==> config.mk <==
export PLATFORM = sky130hd
export DESIGN_NAME = lppr_ctrl
export DESIGN_NICKNAME = d
export VERILOG_FILES = /design/src/sv/lppr_pkg.sv /design/src/sv/lppr_ctrl.sv
export SDC_FILE = /design/constraint.sdc
export NUM_CORES = 1
export LEC_CHECK = 0
export BUFFER_PORTS_ARGS = -buffer_cell sky130_fd_sc_hd__buf_2
export CAP_MARGIN = 20
export CELL_PAD_IN_SITES_DETAIL_PLACEMENT = 1
export CELL_PAD_IN_SITES_GLOBAL_PLACEMENT = 1
export CORE_MARGIN = 2
export CORE_UTILIZATION = 38
export DETAILED_ROUTE_END_ITERATION = 10
export HOLD_SLACK_MARGIN = 0.12
export PLACE_DENSITY = 0.83
export SLEW_MARGIN = 0
export SYNTH_ARGS = -nofsm -noshare
export SYNTH_HDL_FRONTEND = slang
export SYNTH_SLANG_ARGS = --single-unit
==> constraint.sdc <==
create_clock -name clk -period 2.55 [get_ports clk]
set_input_delay 0.51 -clock clk [delete_from_list [all_inputs] [get_ports clk]]
set_output_delay 0.51 -clock clk [all_outputs]
set_load 0.005 [all_outputs]
==> src/sv/lppr_pkg.sv <==
// Shared constants and the controller/datapath command and status types
// for the longest palindrome-permutable run block. No dependencies.
package lppr_pkg;

    // string length limit and derived position width
    localparam int MAX_LEN = 65535;
    localparam int POS_W   = $clog2(MAX_LEN + 1);

    // digit and parity mask
    localparam int NUM_DIGITS = 10;
    localparam int MASK_W     = NUM_DIGITS;
    localparam int DIGIT_W    = 4;
    localparam int DEPTH      = 2 ** MASK_W;

    // reported length, saturating
    localparam int               LEN_W   = 16;
    localparam int               BEST_W  = (POS_W > LEN_W) ? POS_W : LEN_W;
    localparam logic [LEN_W-1:0] LEN_SAT = '1;

    // string epoch tag kept with each table entry, zero marks a cleared entry
    localparam int                 EPOCH_W     = 6;
    localparam logic [EPOCH_W-1:0] EPOCH_MAX   = '1;
    localparam logic [EPOCH_W-1:0] EPOCH_FIRST = EPOCH_W'(1);
    localparam int                 ENT_W       = EPOCH_W + POS_W;

    // probes per digit: the mask itself and its one-bit neighbors
    localparam int PROBES = NUM_DIGITS + 1;
    localparam int CNT_W  = $clog2(PROBES + 1);

    // controller to datapath
    typedef struct packed {
        logic             accept;
        logic             clear;
        logic [CNT_W-1:0] idx;
        logic             eval;
        logic             eval_first;
        logic             write;
        logic             load_out;
    } lppr_cmd_t;

    // datapath to controller
    typedef struct packed {
        logic wrap_now;
        logic adv_now;
        logic adv;
        logic clr_last;
        logic out_busy;
    } lppr_stat_t;

endpackage

==> src/sv/lppr_ctrl.sv <==
// Sequencing state machine: table clearing pass, item accept, probe
// sequence, table update and result hand-off. Depends on lppr_pkg.
module lppr_ctrl (
    input  logic                clk,
    input  logic                rst_n,
    input  logic                s_tvalid,
    output logic                s_tready,
    input  lppr_pkg::lppr_stat_t stat,
    output lppr_pkg::lppr_cmd_t  cmd
);
    import lppr_pkg::*;

    localparam logic [2:0] ST_CLEAR = 3'd0;
    localparam logic [2:0] ST_IDLE  = 3'd1;
    localparam logic [2:0] ST_PROBE = 3'd2;
    localparam logic [2:0] ST_WRITE = 3'd3;
    localparam logic [2:0] ST_HOLD  = 3'd4;

    logic [2:0]       state_reg, state_next;
    logic             pend_reg, pend_next;
    logic [CNT_W-1:0] cnt_reg, cnt_next;

    // input side open only between items
    assign s_tready = (state_reg == ST_IDLE);

    // next state and commands
    always_comb
    begin
        cmd        = '0;
        state_next = state_reg;
        pend_next  = pend_reg;
        cnt_next   = cnt_reg;
        unique case (state_reg)
            ST_CLEAR:
            begin
                cmd.clear = 1'b1;
                if (stat.clr_last)
                begin
                    pend_next = 1'b0;
                    cnt_next  = '0;
                    if (!pend_reg)
                        state_next = ST_IDLE;
                    else if (stat.adv)
                        state_next = ST_PROBE;
                    else
                        state_next = ST_WRITE;
                end
            end
            ST_IDLE:
            begin
                if (s_tvalid)
                begin
                    cmd.accept = 1'b1;
                    cnt_next   = '0;
                    if (stat.wrap_now)
                    begin
                        pend_next  = 1'b1;
                        state_next = ST_CLEAR;
                    end
                    else if (stat.adv_now)
                        state_next = ST_PROBE;
                    else
                        state_next = ST_WRITE;
                end
            end
            ST_PROBE:
            begin
                cmd.idx        = cnt_reg;
                cmd.eval       = (cnt_reg != '0);
                cmd.eval_first = (cnt_reg == CNT_W'(1));
                if (cnt_reg == CNT_W'(PROBES))
                    state_next = ST_WRITE;
                else
                    cnt_next = cnt_reg + CNT_W'(1);
            end
            ST_WRITE:
            begin
                cmd.write = 1'b1;
                if (!stat.out_busy)
                begin
                    cmd.load_out = 1'b1;
                    state_next   = ST_IDLE;
                end
                else
                    state_next = ST_HOLD;
            end
            ST_HOLD:
            begin
                if (!stat.out_busy)
                begin
                    cmd.load_out = 1'b1;
                    state_next   = ST_IDLE;
                end
            end
            default:
            begin
                state_next = ST_CLEAR;
            end
        endcase
    end

    // state registers
    always_ff @(posedge clk or negedge rst_n)
    begin
        if (!rst_n)
        begin
            state_reg <= ST_CLEAR;
            pend_reg  <= 1'b0;
            cnt_reg   <= '0;
        end
        else
        begin
            state_reg <= state_next;
            pend_reg  <= pend_next;
            cnt_reg   <= cnt_next;
        end
    end

endmodule

==> flow_summary.json <==
{
  "synth_nets": 83,
  "cap_viol_max_count": 0,
  "synth-main-ff-cell": "dfrtp_1",
  "synth_area_um2": 613,
  "boundaryPins": 19,
  "switchingPower_mw": 0.307,
  "synth_edf_count": 0,
  "ff2ff_path_depth": 4,
  "r2r_start": "state_reg[1]$_DFFE_PN0P_",
  "cts_tree": "yes",
  "synth_async_sr_flop_share_pct": 100,
  "status": "finished, final reports clean",
  "rsz0062_at_grt": "false",
  "clk_pin_slew_ns": 0.05,
  "fin_util_pct": 48.8,
  "sequentialPowerShare_pct": 36.1,
  "finalSetupViolCount": 0,
  "synthMuxAreaShare_pct": 2.45,
  "syn_avg_cell_area_um2": 8.52,
  "wl_per_cell_um": 13.9,
  "clkSinkCount": 8,
  "core_um2": 1510,
  "antenna_cells": 0,
  "timing.fmax_ghz": 0.486,
  "clock_path_buffers": 2,
  "report.final.slew_viol_count": 0,
  "finalHoldViolCount": 0,
  "syn_inst": 72,
  "synth.area.top_cells": "dfrtp_1 (33%), and2_1 (6.1%), ha_1 (6.1%)",
  "clk_latency_ns": 0.26,
  "yosys.area_share.xor_xnor_pct": 0,
  "min_period_ns": 2.06,
  "fin_nets": 104,
  "yosys.area_share.simple_pct": 32.4,
  "cell_internal_pwr_mw": 0.402,
  "vias": 578,
  "h-tree-depth": 1,
  "grt_overflow_total": 0,
  "yosys.area_share.adder_pct": 6.12,
  "worstPathRequired_ns": 2.04,
  "die_x_um": 44.2,
  "synth_compound_gate_area_share_pct": 21.0,
  "synth_top_family_by_area": "simple AND/OR/NAND/NOR gates",
  "synth_cell_types": 31,
  "hold_class": "in -> reg",
  "antenna_found_initial": 0,
  "critPathLaunchType": "flip-flop",
  "route.detailed.drc": 0,
  "ys_seq_area_share_pct": 32.7,
  "tightestPinTransition_ns": 0.481,
  "ant_nets": 0,
  "portBuffers": 18,
  "grt_max_degree": 15,
  "slew_headroom_pct": 68.0,
  "crit_end": "cmd[3]",
  "combPwrFrac_pct": 50.3,
  "regToRegEndpoint": "cnt_reg[0]$_DFFE_PN0P_",
  "power_mw": 0.710,
  "startpoint": "state_reg[1]$_DFFE_PN0P_",
  "p_clk_share_pct": 13.5,
  "ys_top_cells_by_count": "dfrtp_1 (8), nor2_1 (8), nand2_1 (7), and2_1 (6), a21oi_1 (5)",
  "yosys_warnings": 0,
  "vias_per_cell": 5.40,
  "period_share_pct": 80.7,
  "cts_resized": 0,
  "place_hpwl_um": 1120,
  "clock-root-buffer": "clkbuf_4",
  "start_util_pct": 40.7,
  "crit_path_max_fanout": 13,
  "wl_um": 1480,
  "drt_first_iter_violations": 4,
  "gp_congestion": 0.815,
  "p_sw_share_pct": 43.3,
  "p_per_area_nw_per_um2": 966,
  "arrival_ns": 1.55,
  "firstDrtPassIters": 4,
  "stdcell_count": 107,
  "synth_top_area_share_pct": 32.7,
  "cts-buffers-inserted": 3,
  "grt_pass1_wl_um": 2440,
  "reg2reg_slack_ns": 0.93,
  "area_growth_pct": 19.8,
  "largest_reg_flops": 4,
  "grt_usage_pct": 17.4,
  "dieHeight_um": 44.2,
  "clock_skew_ns": 0.00408,
  "fin_setup_tns_ns": 0,
  "peakVddDrop_uv": 413,
  "dpl.cell_count": 103,
  "p_leak_nw": 0.373,
  "drive_gt1_share_pct": 28.6,
  "synth_seq_cells": 8,
  "grt_pass1_vias": 532,
  "end_kind": "primary output",
  "worst-setup-path-type": "reg -> out",
  "synth_largest_area_cell": "dfrtp_1",
  "die-area_um2": 1950,
  "num_rows": 14
}
## critical path, cell delays in order, from the launching register on
cell      delay, ns
dfrtp_1        0.57
nor3b_4        0.38
a21boi_0       0.20
buf_2          0.13
## worst min-delay path by stage
stage | startpoint | endpoint | cells after the start
after floorplan | rst_n | cnt_reg[0]$_DFFE_PN0P_ | 0
after global routing | s_tvalid | state_reg[0]$_DFFE_PN0P_ | 2
after global placement | rst_n | cnt_reg[2]$_DFFE_PN0P_ | 1
after detailed placement | rst_n | cnt_reg[2]$_DFFE_PN0P_ | 1
final | s_tvalid | state_reg[0]$_DFFE_PN0P_ | 2
after CTS | s_tvalid | state_reg[0]$_DFFE_PN0P_ | 2
## power by group through the flow
stage | combinational (mW) | sequential (mW) | clock, mW
2_1_floorplan | 0.316 | 0.210 | 0
3_3_place_gp | 0.353 | 0.252 | 0
3_5_place_dp | 0.360 | 0.257 | 0
4_1_cts | 0.365 | 0.257 | 0.102
5_1_grt | 0.407 | 0.267 | 0.109
6_report | 0.357 | 0.256 | 0.0959
## logic make-up (layout without fill, tap and decap cells)
family | after synthesis | in the layout
simple gates | 36 | 36
compound gates | 18 | 18
flops | 8 | 8
buf+inv | 6 | 25
fa+ha+maj | 3 | 3
mux | 1 | 1
## layout by cell type (no fill, tap or decap), types with 2 or more instances in the layout
cell      Yosys  routed
nor2_1        8       8
nand2b_1      2       2
ha_1          3       3
and3_1        2       2
nor3_1        4       4
a21oi_1       5       5
nand2_1       7       7
o21ai_0       2       2
clkbuf_4      0       3
inv_1         3       3
buf_2         2      18
a31oi_1       2       2
dfrtp_1       8       8
and2_1        6       6
## what timing repair did
item / 4_1_cts / 5_1_grt
endpoints found under the hold margin: 8 / 0
setup buffers: 0 / 0
hold buffers: 1 / 0
## metal layers
layer  track usage [%]  wire length [um]
met1              22.7               695
met2              26.2               726
met3              8.57                61
met4              3.64                 0
met5                 0                 0
## area by class of cell
cell class,instances,area [um^2]
inverters,3,11.3
repair buffers,19,100
flip-flops and latches,8,200
clock buffers,3,22.5
well taps,16,20.0
fillers,207,772
multi-input cells,58,380
## metrics by stage
| step | setup slack, ns | cell area (um^2) | hold slack, ns |
|---|---|---|---|
| 3_5_place_dp | 0.778 | 702 | 0.362 |
| 2_1_floorplan | 1.10 | 613 | 0.214 |
| 3_3_place_gp | 0.833 | 702 | 0.359 |
| 4_1_cts | 0.485 | 734 | 0.491 |
| 6_report | 0.491 | 734 | 0.505 |
| 5_1_grt | 0.361 | 734 | 0.508 |
(Power assumes the default switching activity.)
